--- config.mk ---
export PLATFORM = sky130hd
export DESIGN_NAME = conv2d_ram
export DESIGN_NICKNAME = d
export VERILOG_FILES = /design/src/rtl/core/conv2d_ram.sv
export SDC_FILE = /design/constraint.sdc
export NUM_CORES = 1
export LEC_CHECK = 0
export BUFFER_PORTS_ARGS = -buffer_cell sky130_fd_sc_hd__buf_2
export CELL_PAD_IN_SITES_DETAIL_PLACEMENT = 0
export CELL_PAD_IN_SITES_GLOBAL_PLACEMENT = 2
export CORE_MARGIN = 1
export CORE_UTILIZATION = 40
export DETAILED_ROUTE_END_ITERATION = 10
export PLACE_DENSITY_LB_ADDON = 0.1
export SLEW_MARGIN = 15
export SYNTH_ARGS = -nofsm -noshare
export SYNTH_HDL_FRONTEND = slang
export SYNTH_SLANG_ARGS = --single-unit
--- constraint.sdc ---
create_clock -name clk_i -period 3.18 [get_ports clk_i]
set_clock_uncertainty 0.15 [all_clocks]
set_input_delay 0.477 -clock clk_i [delete_from_list [all_inputs] [get_ports clk_i]]
set_output_delay 0.477 -clock clk_i [all_outputs]
set_load 0.02 [all_outputs]
--- src/rtl/core/conv2d_ram.sv ---
// ----------------------------------------------------------------------------
// conv2d_ram
// Generic single-port-write, single-port-read RAM with registered read data.
// ----------------------------------------------------------------------------
module conv2d_ram #(
  parameter int WIDTH = 16,
  parameter int DEPTH = 64,
  localparam int AddrW = (DEPTH > 1) ? $clog2(DEPTH) : 1
) (
  input  logic             clk_i,
  input  logic             we_i,
  input  logic [AddrW-1:0] waddr_i,
  input  logic [WIDTH-1:0] wdata_i,
  input  logic [AddrW-1:0] raddr_i,
  output logic [WIDTH-1:0] rdata_o
);

  logic [WIDTH-1:0] mem_q [DEPTH];
  logic [WIDTH-1:0] rdata_q;

  always_ff @(posedge clk_i) begin
    if (we_i) begin
      mem_q[waddr_i] <= wdata_i;
    end
    rdata_q <= mem_q[raddr_i];
  end

  assign rdata_o = rdata_q;

endmodule

==> out/qor.csv <==
stage,metric,value,unit
worst_setup_path,slowest_delay,0.59,ns
power_and_ir_drop,switching_share,21.2,%
floorplan,die_h,318,µm
floorplan,core.rowCount,115,
placed_design,dpl.hpwl,64500,µm
floorplan,pin_count,46,
power_and_ir_drop,p_int,23.0,mW
worst_setup_path,slowest_stage,mux4_1,
floorplan,dieArea,101000,µm²
power_and_ir_drop,seqPwrFrac,52.1,%
timing,holdWs,0.0647,ns
cts,cts.sinks,1040,
timing,min_period,2.38,ns
global_route,grt_max_degree,65,
routing,dr.max_layer_used,met5,
routing,vias,19083,
routing,postRouteAntennaNets,0,
floorplan,coreArea,98700,µm²
power_and_ir_drop,clock_power_share,42.5,%
run_status,status,finished clean,
synth,yosysWarningCount,0,
cells_and_area,drive_gt1_share,30.6,%
job,cap_violations,0,
power_and_ir_drop,combPwrFrac,5.4,%
routing,drt_iter0_markers,1778,
cts,clk_latency,0.68,ns
placed_design,port_buffers,45,
global_route,antenna_found_initial,12,
synth,syn_nets,1859,
timing,fmax,420,MHz
routing,dr_wl_met2,51000,µm
placed_design,place.gp.congestion,0.801,
power_and_ir_drop,switchingPower,6.19,mW
floorplan,die_w,318,µm
cells_and_area,area_growth,16.2,%
worst_setup_path,end_kind,register,
timing,finalCritPeriodShare,74.8,%
global_route,track_usage,20.8,%
synth,yosysSeqAreaShare,77.6,%
worst_setup_path,crit_type,in -> reg,
timing,final_max_slew_viol_count,0,
cts,post_cts.repair.setup_buffers,0,
routing,wl_per_cell,30.1,µm
routing,drt_wl_total,104000,µm
cts,cts_tree,done,
timing,timing.setup.tns,0,ns
routing,drtPass1Iterations,5,
synth,postSynthAreaPerCell,21.9,µm²
cts,cts_resized,0,
floorplan,initial_core_util,40.6,%
synth,synth_cells,1829,
placed_design,dpl_cell_area,43100,µm²
cts,numCtsBuffers,110,
timing,finalSetupViolCount,0,
cells_and_area,finish.utilization,47.2,%
cts,path_clk_slew,0.06,ns
cts,htree_num_levels,3,
routing,route.met3.wl,5890,µm
timing,tightestPinTransition,0.975,ns
synth,synthDistinctLibCells,43,
global_route,grt-ovfl-total,0,
min_path,hold_class,in -> reg,
worst_setup_path,cp_data_arrival_time,2.76,ns
synth,synth_area,40000,µm²
routing,m1WireLength,44500,µm
cells_and_area,mostFrequentLayoutCells,"edfxtp_1 (1024), mux4_2 (220), buf_4 (180)",
timing,relSlewSlack,35.0,%
cts,cts_hold_buf,0,
timing,grt_setup_unrepaired,no,
worst_setup_path,worst-path-max-fanout,33,
worst_setup_path,path_common_cell,buf_12,
cells_and_area,layout.nets,2118,
cells_and_area,final_common_cell,edfxtp_1,
routing,avgViaCountPerCell,5.51,
cts,clockRootBuffer,clkbuf_16,
global_route,grt_pass1_wl,149000,µm
cells_and_area,stdcell_area,46500,µm²
power_and_ir_drop,p_leak,15.0,nW
worst_setup_path,startpoint_type,input port,
cts,cts_buffer_depth,3,
routing,drc,0,
timing,hold_viol_final,0,
global_route,grt_pass1_vias,19931,
worst_setup_path,crit_required,3.56,ns
power_and_ir_drop,ir_worst_vdd,0.470,mV
worst_setup_path,path_cells,"buf_8, buf_12, buf_12, mux4_1, mux2_2, a21oi_1, nor4_2",
power_and_ir_drop,power_density,628,nW/µm²
synth,synth_seq_cells,1040,
-- final timing paths --
| kind | from | to | slack, ns | depth (start not counted) |
|---|---|---|---|---|
| min reg2reg | mem_q[0][10]$_DFFE_PP_ | rdata_o[10]$_DFF_P_ | 0.74 | 4 |
| max | raddr_i[0] | rdata_o[6]$_DFF_P_ | 0.80 | 7 |
| max reg2reg | mem_q[21][1]$_DFFE_PP_ | rdata_o[1]$_DFF_P_ | 0.86 | 6 |
| min | wdata_i[5] | mem_q[31][5]$_DFFE_PP_ | 0.06 | 1 |
-- logic make-up after synthesis --
group	share of synthesized area, %
simple gates	2.65
mux	15.5
flops	77.6
buf+inv	1.83
compound gates	2.41
-- synth_stat cells --
cell         n  area, µm²
clkbuf_1    24       90.1
o21ai_0      5       25.0
a211o_1      8       70.1
buf_12       5        100
a21oi_1     17       85.1
buf_4       13       97.6
a22oi_1     39        293
a211oi_1     8       60.1
mux4_1       4        105
buf_2       36        180
clkbuf_4     1       7.51
a41oi_1      5       43.8
and2_1       2       12.5
buf_6       17        191
and4_1       5       43.8
nor4_2       3       37.5
buf_8        3       45.0
nor2b_1     30        188
a31oi_1      8       50.1
nor2_2       2       12.5
or3b_2       1       8.76
nand3_1     24        120
mux4_2     220       4950
nand2b_1     3       18.8
a221oi_1    16        140
nand4b_1     1       8.76
nor3_1       2       10.0
mux2i_1     85        851
dfxtp_1     16        320
nand2_1     59        221
a22o_1       6       52.6
buf_1        3       11.3
nor2_1      72        270
clkbuf_2     2       10.0
edfxtp_1  1024      30700
or3_1        1       6.26
nand2_4      1       11.3
o21ai_1      3       15.0
nand3b_1     2       15.0
mux2_2      27        304
a221o_1      6       60.1
a311oi_1     8       70.1
nand4_1     12       75.1
-- per-layer routing --
metal	GRT usage (%)	up-vias
li1	-	8204
met2	34.1	442
met5	0	-
met1	28.0	10272
met3	4.45	157
met4	6.23	8
-- worst max-delay path, delay by kind of cell --
kind	cells	cell delay, ns
mux	2	0.90
simple gates	1	0.15
compound gates	1	0.48
buf+inv	3	0.69
-- flip-flops by register name, indices dropped and copies added, names as in the netlist --
name	count
mem_q	1024
rdata_o	16
-- area by class of cell --
type                    count  area, µm²
well taps                1287       1610
repair buffers            251       2120
clock inverters            50        462
clock buffers             150       3020
fillers                  8281      52200
flip-flops and latches   1040      31100
diodes                      3       7.51
multi-input cells         685       8260
-- stage by stage --
stage / std cells / setup WS (ns) / total power, mW
2_1_floorplan: 1829 / 0.518 / 16.3
4_1_cts: 3463 / 0.823 / 29.6
3_3_place_gp: 3263 / 0.103 / 17.1
5_1_grt: 3463 / 0.669 / 30.1
3_5_place_dp: 3263 / 0.0804 / 17.1
6_report: 3466 / 0.800 / 29.2
-- power groups by stage --
stage                     Sequential (mW)  Clock [mW]  Combinational (mW)
after global placement               15.5           0                1.60
final                                15.2        12.4                1.58
after floorplan                      15.5           0               0.786
after detailed placement             15.5           0                1.62
after global routing                 15.2        13.2                1.69
after CTS                            15.2        12.7                1.62
(Power assumes the default switching activity.)
